**config.mk**
```make
export PLATFORM = sky130hd
export DESIGN_NAME = sync_length_stream_deframer
export DESIGN_NICKNAME = d
export VERILOG_FILES = /design/src/slsd_pkg.sv /design/src/sync_length_stream_deframer.sv /design/src/slsd_parser.sv /design/src/slsd_out_reg.sv
export SDC_FILE = /design/constraint.sdc
export NUM_CORES = 1
export LEC_CHECK = 0
export BUFFER_PORTS_ARGS = -buffer_cell sky130_fd_sc_hd__clkbuf_2
export CELL_PAD_IN_SITES_DETAIL_PLACEMENT = 0
export CELL_PAD_IN_SITES_GLOBAL_PLACEMENT = 1
export CORE_MARGIN = 2
export CORE_UTILIZATION = 37
export DETAILED_ROUTE_END_ITERATION = 6
export PLACE_DENSITY = 0.72
export SKIP_CTS_REPAIR_TIMING = 1
export SLEW_MARGIN = 10
export SYNTH_ARGS = -nofsm -noshare
export SYNTH_HDL_FRONTEND = slang
export SYNTH_SLANG_ARGS = --single-unit
export TNS_END_PERCENT = 5
```
**constraint.sdc**
```tcl
create_clock -name clk -period 3.2 [get_ports clk]
set_input_delay 0.64 -clock clk [delete_from_list [all_inputs] [get_ports clk]]
set_output_delay 0.64 -clock clk [all_outputs]
set_load 0.01 [all_outputs]
```
**src/slsd_pkg.sv**
```systemverilog
`default_nettype none

package slsd_pkg;

	// Framing constants.
	localparam logic [7:0]  SYNC_FIRST    = 8'h94;
	localparam logic [7:0]  SYNC_SECOND   = 8'hC3;
	localparam logic [15:0] MAX_LEN_RESET = 16'd512;

	// Deframer phases; the three unused codes behave as hunting.
	typedef enum logic [2:0] {
		PH_HUNT    = 3'd0,
		PH_SYNC1   = 3'd1,
		PH_LEN_HI  = 3'd2,
		PH_LEN_LO  = 3'd3,
		PH_PAYLOAD = 3'd4
	} phase_t;

	// One result item.
	typedef struct packed {
		logic [7:0] data_byte;
		logic       last_of_frame;
		logic       empty_frame;
	} result_t;

	// What the parser makes of the item it is looking at.
	typedef struct packed {
		logic    has_result;
		result_t result;
	} step_t;

endpackage

`default_nettype wire

```
**src/sync_length_stream_deframer.sv**
```systemverilog
`default_nettype none

// Deframer for a byte stream framed as sync pair 0x94 0xC3, a big-endian 16-bit
// length and the payload. Each accepted rx_byte item passes through an input
// register and a result register, so the block takes one item per clock and
// presents each result from the result register; the only thing that slows it
// is a stalled output, which holds back bytes that give results.
// Payload bytes leave as they arrive, the last one marked by last_of_frame; a
// zero-length frame gives one item with empty_frame and last_of_frame set and
// data_byte zero. A length above max_payload_len (512 after reset) drops the
// frame and rescans the two length bytes for a new sync pair. A write to
// max_payload_len is taken in any cycle and applies to the next length seen.
module sync_length_stream_deframer
	import slsd_pkg::*;
(
	input  wire logic        clk,
	input  wire logic        arst_n,
	input  wire logic        cfg_valid,
	output logic             cfg_ready,
	input  wire logic [15:0] max_payload_len,
	input  wire logic        in_valid,
	output logic             in_ready,
	input  wire logic [7:0]  rx_byte,
	output logic             out_valid,
	input  wire logic        out_ready,
	output logic [7:0]       data_byte,
	output logic             last_of_frame,
	output logic             empty_frame
);

	logic       valid_s1;
	logic [7:0] rx_byte_s1;
	logic       advance;
	logic       can_load;
	step_t      step;

	assign cfg_ready = 1'b1;

	// The input item moves on unless its result would find the output full.
	assign advance  = valid_s1 && (!step.has_result || can_load);
	assign in_ready = !valid_s1 || advance;

	// Input register.
	always_ff @(posedge clk or negedge arst_n) begin
		if (!arst_n) begin
			valid_s1 <= 1'b0;
		end else if (in_ready) begin
			valid_s1 <= in_valid;
		end
	end

	always_ff @(posedge clk) begin
		if (in_ready && in_valid) begin
			rx_byte_s1 <= rx_byte;
		end
	end

	slsd_parser u_parser (
		.clk         (clk),
		.arst_n      (arst_n),
		.cfg_we      (cfg_valid && cfg_ready),
		.cfg_max_len (max_payload_len),
		.byte_s1     (rx_byte_s1),
		.advance     (advance),
		.step        (step)
	);

	slsd_out_reg u_out_reg (
		.clk           (clk),
		.arst_n        (arst_n),
		.load          (advance && step.has_result),
		.result        (step.result),
		.can_load      (can_load),
		.out_valid     (out_valid),
		.out_ready     (out_ready),
		.data_byte     (data_byte),
		.last_of_frame (last_of_frame),
		.empty_frame   (empty_frame)
	);

endmodule

`default_nettype wire

```
**src/slsd_parser.sv**
```systemverilog
`default_nettype none

module slsd_parser
	import slsd_pkg::*;
(
	input  wire logic        clk,
	input  wire logic        arst_n,
	input  wire logic        cfg_we,
	input  wire logic [15:0] cfg_max_len,
	input  wire logic [7:0]  byte_s1,
	input  wire logic        advance,
	output step_t            step
);

	phase_t      phase_q;
	phase_t      phase_next;
	logic [15:0] max_len_q;
	logic [7:0]  length_high_q;
	logic [15:0] bytes_remaining_q;
	logic [15:0] len;
	logic [15:0] remaining_dec;
	phase_t      hunt_phase;

	assign len           = {length_high_q, byte_s1};
	assign remaining_dec = bytes_remaining_q - 16'd1;
	assign hunt_phase    = (byte_s1 == SYNC_FIRST) ? PH_SYNC1 : PH_HUNT;

	// Maximum payload length register.
	always_ff @(posedge clk or negedge arst_n) begin
		if (!arst_n) begin
			max_len_q <= MAX_LEN_RESET;
		end else if (cfg_we) begin
			max_len_q <= cfg_max_len;
		end
	end

	// Next phase.
	always_comb begin
		phase_next = hunt_phase;
		unique case (phase_q)
			PH_SYNC1: begin
				phase_next = (byte_s1 == SYNC_SECOND) ? PH_LEN_HI : hunt_phase;
			end
			PH_LEN_HI: begin
				phase_next = PH_LEN_LO;
			end
			PH_LEN_LO: begin
				if (len > max_len_q) begin
					// Rescan the two length bytes as sync candidates.
					if (length_high_q == SYNC_FIRST && byte_s1 == SYNC_SECOND) begin
						phase_next = PH_LEN_HI;
					end else begin
						phase_next = hunt_phase;
					end
				end else if (len == 16'd0) begin
					phase_next = PH_HUNT;
				end else begin
					phase_next = PH_PAYLOAD;
				end
			end
			PH_PAYLOAD: begin
				phase_next = (remaining_dec == 16'd0) ? PH_HUNT : PH_PAYLOAD;
			end
			default: begin
				phase_next = hunt_phase;
			end
		endcase
	end

	// Result for the current item.
	always_comb begin
		step = '0;
		unique case (phase_q)
			PH_LEN_LO: begin
				if (len <= max_len_q && len == 16'd0) begin
					step.has_result           = 1'b1;
					step.result.last_of_frame = 1'b1;
					step.result.empty_frame   = 1'b1;
				end
			end
			PH_PAYLOAD: begin
				step.has_result           = 1'b1;
				step.result.data_byte     = byte_s1;
				step.result.last_of_frame = (remaining_dec == 16'd0);
			end
			default: begin
				step = '0;
			end
		endcase
	end

	// Phase, latched length and remaining count.
	always_ff @(posedge clk or negedge arst_n) begin
		if (!arst_n) begin
			phase_q           <= PH_HUNT;
			length_high_q     <= '0;
			bytes_remaining_q <= '0;
		end else if (advance) begin
			phase_q <= phase_next;
			if (phase_q == PH_LEN_HI) begin
				length_high_q <= byte_s1;
			end
			if (phase_q == PH_LEN_LO && len <= max_len_q && len != 16'd0) begin
				bytes_remaining_q <= len;
			end else if (phase_q == PH_PAYLOAD) begin
				bytes_remaining_q <= remaining_dec;
			end
		end
	end

endmodule

`default_nettype wire

```
**src/slsd_out_reg.sv**
```systemverilog
`default_nettype none

module slsd_out_reg
	import slsd_pkg::*;
(
	input  wire logic       clk,
	input  wire logic       arst_n,
	input  wire logic       load,
	input  wire result_t    result,
	output logic            can_load,
	output logic            out_valid,
	input  wire logic       out_ready,
	output logic [7:0]      data_byte,
	output logic            last_of_frame,
	output logic            empty_frame
);

	logic    valid_s2;
	result_t result_s2;

	// The register can take a new item when empty or when its item leaves now.
	assign can_load = !valid_s2 || out_ready;

	// Valid flag of the result register.
	always_ff @(posedge clk or negedge arst_n) begin
		if (!arst_n) begin
			valid_s2 <= 1'b0;
		end else if (can_load) begin
			valid_s2 <= load;
		end
	end

	// Result payload.
	always_ff @(posedge clk) begin
		if (can_load && load) begin
			result_s2 <= result;
		end
	end

	assign out_valid     = valid_s2;
	assign data_byte     = result_s2.data_byte;
	assign last_of_frame = result_s2.last_of_frame;
	assign empty_frame   = result_s2.empty_frame;

endmodule

`default_nettype wire
```
After elaboration in Yosys (flattened, before gate mapping). Cells that the tools add are included.

Register bits after elaboration: 63. Input bits: 29. Output and inout bits: 13. Word-level logic and storage cells: 53.

$add $sub $neg: 1. Magnitude comparators: 2. Equality and inequality tests: 7. Mux-type cells: 13. Reductions and logical operators: 20.

Operators by type and width (number): $logic_not 16->1 (2); $mux 16 (2); $eq 8x8->1 const B (3); $gt 16x16->1 (1); $le 16x16->1 (1); $reduce_bool 16->1 (1); $sub 16x1->16 const B (1); $mux 3 (5); $pmux 3 s4 (1); $logic_and 1x1->1 (8); $eq 3x2->1 const B (2); $pmux 1 s2 (2); $reduce_and 2->1 (2); $eq 3x1->1 const B (1); $eq 3x3->1 const B (1); $logic_not 1->1 (3); $logic_or 1x1->1 (3); $mux 1 (2); $mux 2 (1); $reduce_bool 2->1 (1).

Depth between registers and ports, before layout. Gate-level depths: netlist of run 1.

Depth after elaboration: 9. Depth in mapped cells: 10. Gate-level depth less buffers: 10.

Modules after synthesis. A second synthesis of run 1 with hierarchy kept.

Cell total of the unflattened synthesis: 344. Area, all modules: 3490.8 um^2.

By module, submodules not included: slsd_parser (times used 1, cells each 313, area each 2806.4 um^2, sequential area each 1077.3 um^2); slsd_out_reg (times used 1, cells each 14, area each 354.1 um^2, sequential area each 325.3 um^2); sync_length_stream_deframer (times used 1, cells each 17, area each 330.3 um^2, sequential area each 265.3 um^2).

Worst setup path after synthesis of run 1. No wires, ideal clock.

Path kind: register -> output. Start: register u_parser.length_high_q[5]. End: output port in_ready. Arrival time: 2.476 ns. Required time: 2.560 ns. Setup slack: 0.084 ns. Cell stages (with the launch flop): 10. Cells stage by stage: dfrtp_1 -> ha_1 -> a21o_1 -> a21o_1 -> a2111oi_2 -> a31oi_4 -> or3_4 -> inv_2 -> o21ai_2 -> or2_1.

Cells in the longest elaborated chain, start to end: 8. Elaborated cells on any way between the ends: 9.

RTL lines: from (decl) (line slsd_parser.sv:18) `logic [7:0] length_high_q;`; from (signal assigned) (line slsd_parser.sv:101) `length_high_q <= byte_s1;`; $le 16x16->1 or $logic_not 16->1 (tied branches) (line slsd_parser.sv:75) `if (len <= max_len_q && len == 16'd0) begin`; $logic_and 1x1->1 * (line slsd_parser.sv:75); $mux 1 * (line slsd_parser.sv:75); $pmux 1 s2 * (line slsd_parser.sv:73) `unique case (phase_q)`; $logic_not 1->1 * (line sync_length_stream_deframer.sv:40) `assign advance = valid_s1 && (!step.has_result || can_load);`; $logic_or 1x1->1 * (line sync_length_stream_deframer.sv:40); $logic_and 1x1->1 * (line sync_length_stream_deframer.sv:40); $logic_or 1x1->1 * (line sync_length_stream_deframer.sv:41) `assign in_ready = !valid_s1 || advance;`; to (decl) (line sync_length_stream_deframer.sv:22) `output logic in_ready,`.

Mark *: on every way between the ends. The rest lies on a longest branch, timed or not.

Worst setup path after layout of run 1.
Start: register u_parser.max_len_q[9]. End: output port in_ready.

Cells in the longest elaborated chain, start to end: 8.

RTL lines: from (decl) (line slsd_parser.sv:17) `logic [15:0] max_len_q;`; from (signal assigned) (line slsd_parser.sv:33) `max_len_q <= cfg_max_len;`; $le 16x16->1 (line slsd_parser.sv:75); $logic_and 1x1->1 (line slsd_parser.sv:75); $mux 1 (line slsd_parser.sv:75); $pmux 1 s2 (line slsd_parser.sv:73); $logic_not 1->1 (line sync_length_stream_deframer.sv:40); $logic_or 1x1->1 (line sync_length_stream_deframer.sv:40); $logic_and 1x1->1 (line sync_length_stream_deframer.sv:40); $logic_or 1x1->1 (line sync_length_stream_deframer.sv:41).

No other way between the ends.

==> impl_results.md, run 1 <==
* EDFF count, synth at 18
* Crit start category: flip-flop
* #FFs+latches synth at 63
* CP max FO at 3
* Row cnt at 35
* Vias in the first global route at 2870
* Post-route ant nets at 0
* NumNets Final at 451
* Asr flop ratio synth at 71.4%
* Fin crit period at 3.42 ns
* Fin. Hold Viols at 0
* Gate Count Post-Synth at 339
* Syn nets at 386
* Syn_area_per_cell at 10.2 um^2
* Yosys top cell area share at 31.9%
* Total number of H-tree levels at 3
* DIE AREA at 10100 um^2
* Register clock-pin slew on the reported worst setup and hold paths at 0.07 ns
* IO buf count at 40
* Wire per inst at 16.5 um
* First-pass GRT wire length at 14.3 mm
* Critical Path Sink Type: primary output
* Layout Skew at 0.00998 ns
* Routability cong. at 0.844
* Post-DP HPWL at 6.23 mm
* Starting Density at 37.7%
* Final Util at 45.7%
* Status: finished, violations left
* Clock share of power at 25.6%
* Io pins at 42
* Post-Synthesis Cell Area at 3450 um^2
* Cell accounting for the most synthesized area: dfrtp_1
* Iter 0 DRT Violations at 167
* Setup TNS at -0.224 ns
* Peak VDD IR at 0.315 mV
* Drt pass-1 iters at 4
* Post-synth top flop: dfrtp_1
* Die outline height at 101 um
* Via count at 2796
* Core box area at 9150 um^2
* Overall routing resource usage at 18.3%
* Final period util at 107%
* Die Wd at 101 um
* Share of power burned in registers at 40.1%
* Violated checks: setup timing
* Comb pwr share at 34.3%
* Inserted Clock Buffers at 9
* Area growth syn-to-layout at 21.1%
* Max Buffers Root-to-Sink at 2
* RSZ-0062 raised after global routing: yes
* Lkg Pwr at 1.82 nW
* Arr. time, crit path at 2.78 ns
* Congestion Overflow GR at 0
* Clk_lat worst skew at 0.34 ns
* Pint at 1.97 mW
* Share of layout cells above drive strength 1 at 26.9%
* Final Slew Violations at 0
* Synth area leaders: dfrtp_1, edfxtp_1, ha_1
* Distinct cells, synth at 62
* Via density at 5.38
* Worst EP required at 2.56 ns
* Largest net degree at the start of global routing at 32
* Max_cap viols at 0
* Inserted Diodes at 0
* P per Cell Area at 721 nW/um^2
* Count of clock tree sinks at 63
* CTS tree: built
* CTS root buf: clkbuf_8
* Synth warn at 0
* Switch Pwr at 1.04 mW
* Switching power share of the total at 34.6%
* Initial antenna violation count at 0
* Hold WC Path Type: input pin to async pin
* DR DRC count at 0
* CP Class: flip-flop to primary output
* Post-synthesis sequential area ratio at 48.3%
* PnR worst setup slack at -0.224 ns
* Routed WL at 8.60 mm
* Final setup viols at 1
* Fmax at 292 MHz
[synth_stat cells, drive strengths merged, types with 4 or more instances]
cell	count
nand3	5
ha	18
nor3	9
nor4	8
a211o	5
mux2	10
clkbuf	7
o21ai	31
nor2	30
buf	7
o31ai	5
edfxtp	18
or3	4
nand2	41
and3	8
inv	22
nand4	6
dfrtp	44
a21oi	6
a221o	7
[logic make-up after synthesis]
logic type	after synthesis	synth area share (%)
AND/OR/NAND/NOR	129	19.3
multiplexers	13	4.24
flip-flops	63	48.3
XOR/XNOR	3	0.762
adder cells (fa/ha/maj)	18	6.53
buffers and inverters	36	4.61
other	1	0.109
AO/OA/AOI/OAI	76	16.1
[through the flow]
stage / instance area, um^2 / instances / total power [mW] / setup slack (ns) / hold slack [ns]
4_1_cts: 4130 / 519 / 2.98 / -0.356 / 0.219
3_3_place_gp: 3920 / 503 / 2.18 / 0.0364 / 0.476
5_1_grt: 4180 / 520 / 3.20 / -0.311 / 0.240
2_1_floorplan: 3450 / 339 / 1.86 / 0.0845 / 0.344
3_5_place_dp: 3920 / 503 / 2.21 / 0.0290 / 0.484
6_report: 4180 / 520 / 3.01 / -0.224 / 0.218
[path summary, 6_finish.rpt]
path                                               start                            end  slack [ns]  depth (start not counted)
max reg2reg                        u_parser.max_len_q[9]                  rx_byte_s1[1]        0.27                         11
min in group clk                              rx_byte[7]                  rx_byte_s1[7]        0.47                          1
min                                               arst_n            u_parser.phase_q[2]        0.22                          1
max in group asynchronous                         arst_n          u_parser.max_len_q[9]        2.33                          2
max                                u_parser.max_len_q[9]                       in_ready       -0.22                         11
min reg2reg                u_parser.bytes_remaining_q[9]  u_parser.bytes_remaining_q[9]        0.50                          1
[layout make-up]
class / count / area (um^2)
Inverter: 22 / 82.6
Sequential cell: 63 / 1670
Multi-Input combinational cell: 240 / 1670
Fill cell: 865 / 4970
Clock buffer: 12 / 145
Timing Repair Buffer: 68 / 410
Tap cell: 111 / 139
Clock inverter: 4 / 68.8
[registers in the layout, indices dropped and copies added, names as in the netlist]
name                        flops
u_parser.length_high_q          8
u_parser.max_len_q             16
u_out_reg.data_byte             8
u_parser.phase_q                3
valid_s1                        1
u_out_reg.out_valid             1
u_parser.bytes_remaining_q     16
u_out_reg.empty_frame           1
rx_byte_s1                      8
u_out_reg.last_of_frame         1
[metal layers]
metal	vias up	GRT usage (%)	routed length [um]
li1	1361	-	-
met5	-	0	0
met4	0	9.69	260
met1	1328	23.9	4020
met2	84	28.8	3900
met3	23	3.61	421
[power by group through the flow]
stage / registers (mW) / clock network (mW) / logic (mW)
floorplan: 1.16 / 0 / 0.697
global placement: 1.21 / 0 / 0.977
detailed placement: 1.21 / 0 / 0.992
finish: 1.21 / 0.770 / 1.03
global route: 1.24 / 0.812 / 1.15
CTS: 1.20 / 0.783 / 1.00
[worst max-delay path, cell delays in order (launching register included)]
cell,delay (ns)
dfstp_2,0.53
inv_2,0.05
ha_4,0.26
nand4_1,0.07
or4_4,0.56
nor2_4,0.11
a31oi_4,0.04
or3_4,0.35
inv_2,0.07
o21ai_2,0.06
or2_1,0.22
buf_2,0.13
[layout by cell type, fill, tap and decap left out, types with 7 or more instances in the layout]
cell / Yosys / routed
a221o_1: 7 / 7
and3_1: 8 / 8
buf_4: 1 / 28
clkbuf_2: 0 / 39
clkbuf_8: 0 / 10
dfrtp_1: 44 / 44
edfxtp_1: 18 / 18
ha_1: 18 / 16
inv_1: 21 / 20
mux2_2: 9 / 9
nand2_1: 41 / 41
nor2_1: 28 / 28
nor3_1: 9 / 9
nor4_1: 8 / 8
o21ai_0: 24 / 24
No activity file was read; power rests on OpenSTA's default activity.
==> inputs of run 2 (changes only) <==
Settings changed: PLACE_DENSITY 0.72 to 0.69.
Clock period 3.2 ns to 4.4 ns, I/O delays scaled along.
==> run 2 against run 1 <==
Compared with the run above:
- the run now ends clean
- count of clock-buffer cells in the layout down 2
- routed wire length shrank 7.8%
- final area shrank 5.8%
- largest cell class unchanged
- global-route usage fell by 0.94 points
==> impl_results.md, run 2 (synthesized netlist as in run 1, its figures left out) <==
* Peak VDD IR at 0.258 mV (was 0.315 mV)
* Post-route ant nets at 0 (unchanged)
* Most common cell after layout, fill and taps aside: dfrtp_1 (unchanged)
* Fin. Hold Viols at 0 (unchanged)
* Inserted Clock Buffers at 9 (unchanged)
* NumNets Final at 427 (was 451)
* Row cnt at 35 (unchanged)
* First-pass GRT wire length at 13.5 mm (was 14.3 mm)
* CP max FO at 7 (was 3)
* Top flop regs: u_parser.bytes_remaining_q (16), u_parser.max_len_q (16) (unchanged)
* Vias in the first global route at 2579 (was 2870)
* Crit-path leading delay family: compound AO/OA/AOI/OAI gates (was simple AND/OR/NAND/NOR gates)
* Routability cong. at 0.817 (was 0.844)
* Slew headroom at 44.0%
* Final Slew Violations at 0 (unchanged)
* Pre-CTS setup slack at 0.755 ns (was 0.0290 ns)
* Via density at 5.28 (was 5.38)
* Crit path buffers/inverters at 2 (was 3)
* Register clock-pin slew on the reported worst setup and hold paths at 0.07 ns (about the same)
* Wire per inst at 16.0 um (was 16.5 um)
* CTS tree: built (unchanged)
* Lkg Pwr at 1.68 nW (was 1.82 nW)
* Critical Path Sink Type: primary output (unchanged)
* Via count at 2621 (was 2796)
* Status: completed (was finished, violations left)
* Overall routing resource usage at 17.4% (was 18.3%)
* Congestion Overflow GR at 0 (unchanged)
* Initial antenna violation count at 0 (unchanged)
* DIE AREA at 10100 um^2 (unchanged)
* RSZ-0062 raised after global routing: no (was yes)
* Layout Cells excl Fill at 496 (was 520)
* Die Wd at 101 um (unchanged)
* Post-DP HPWL at 5.71 mm (was 6.23 mm)
* Final Util at 43.0% (was 45.7%)
* Max Buffers Root-to-Sink at 2 (unchanged)
* Crit start category: flip-flop (unchanged)
* Core box area at 9150 um^2 (unchanged)
* Worst-Margin Slew at 0.838 ns
* Drt pass-1 iters at 4 (unchanged)
* Fmax at 250 MHz
* Count of clock tree sinks at 63 (unchanged)
* Hold WC Path Type: flip-flop to flip-flop (was input pin to async pin)
* Arr. time, crit path at 3.11 ns (was 2.78 ns)
* WL met2 at 3.63 mm (was 3.90 mm)
* Iter 0 DRT Violations at 193 (was 167)
* Inserted Diodes at 0 (unchanged)
* Multi-input logic area at 1630 um^2 (was 1670 um^2)
* Clk_lat worst skew at 0.33 ns (was 0.34 ns)
* Starting Density at 37.7% (unchanged)
* Share of layout cells above drive strength 1 at 22.1% (was 26.9%)
* DR DRC count at 0 (unchanged)
* PnR worst setup slack at 0.405 ns (was -0.224 ns)
* Total number of H-tree levels at 3 (unchanged)
* Setup TNS at 0 ns (was -0.224 ns)
* Layout Skew at 0.00740 ns (was 0.00998 ns)
* Fillers at 898 (was 865)
* Routed WL at 7.93 mm (was 8.60 mm)
* Largest net degree at the start of global routing at 46 (was 32)
* P per Cell Area at 505 nW/um^2 (was 721 nW/um^2)
* Max stage delay cell, worst path: a2111oi_2 (was or4_4)
* # placed instances at 480 (was 503)
* Final period util at 90.8%
* Io pins at 42 (unchanged)
* CP Cell Sequence: ha_1 > a21o_1 > a21o_1 > a2111oi_2 > a31oi_4 > or3_4 > inv_2 > o21ai_2 > or2_1 > clkbuf_2 (was inv_2 > ha_4 > nand4_1 > or4_4 > nor2_4 > a31oi_4 > or3_4 > inv_2 > o21ai_2 > or2_1 > buf_2)
* Top cell by count, worst path: a21o_1 (was inv_2)
* Worst EP required at 3.52 ns (was 2.56 ns)
* Max_cap viols at 0 (unchanged)
* Area occupied by registers at 1670 um^2 (unchanged)
* Die outline height at 101 um (unchanged)
* Final setup viols at 0 (was 1)
* CP Class: flip-flop to primary output (unchanged)
* Met3 wire length at 276 um (was 421 um)
* Top Layer Used: met4 (unchanged)
* Most frequent cells in the layout: dfrtp_1, nand2_1, clkbuf_2 (unchanged)
* IO buf count at 40 (unchanged)
* CTS root buf: clkbuf_8 (unchanged)
* Area growth syn-to-layout at 14.1% (was 21.1%)
* Max incr delay on CP at 0.50 ns (was 0.56 ns)
* Pwr Total at 1.99 mW (was 3.01 mW)
* WL met1 at 3.93 mm (was 4.02 mm)
* Fin crit period at 3.99 ns
run 2: final timing paths:
| check | startpoint | end | slack (ns) | depth (start not counted) |
|---|---|---|---|---|
| max reg2reg | u_parser.length_high_q[5] | u_out_reg.last_of_frame | 0.93 | 9 |
| max | u_parser.length_high_q[5] | in_ready | 0.41 | 10 |
| max in group asynchronous | arst_n | u_parser.bytes_remaining_q[3] | 3.34 | 2 |
| min in group asynchronous | arst_n | u_parser.bytes_remaining_q[0] | 0.63 | 2 |
| min reg2reg | u_parser.bytes_remaining_q[9] | u_parser.bytes_remaining_q[9] | 0.48 | 1 |
| min | u_parser.bytes_remaining_q[9] | u_parser.bytes_remaining_q[9] | 0.48 | 1 |
run 2: layout make-up:
cell class / instances / share of cell area (%)
flip-flops and latches: 63 / 42.4
repair buffers: 44 / 5.85
inverters: 22 / 2.10
multi-input cells: 240 / 41.4
well taps: 111 / 3.53
clock inverters: 6 / 1.56
clock buffers: 10 / 3.24
run 2: metal layers:
layer,vias to the layer above,track usage (%)
met3,6,3.05
li1,1311,-
met5,-,0
met1,1248,25.3
met2,56,25.6
met4,0,7.17
run 2: report_power, final:
group,switching (mW),internal (mW),leakage (nW),total (mW)
sequential,0.180,0.732,0.697,0.912
clock,0.232,0.259,0.0859,0.491
combinational,0.306,0.281,0.895,0.587
run 2: stage by stage:
step / instance area [um^2] / hold slack [ns]
5_1_grt: 3940 / 0.517
2_1_floorplan: 3450 / 0.449
3_3_place_gp: 3740 / 0.470
6_report: 3940 / 0.483
4_1_cts: 3930 / 0.494
3_5_place_dp: 3740 / 0.478
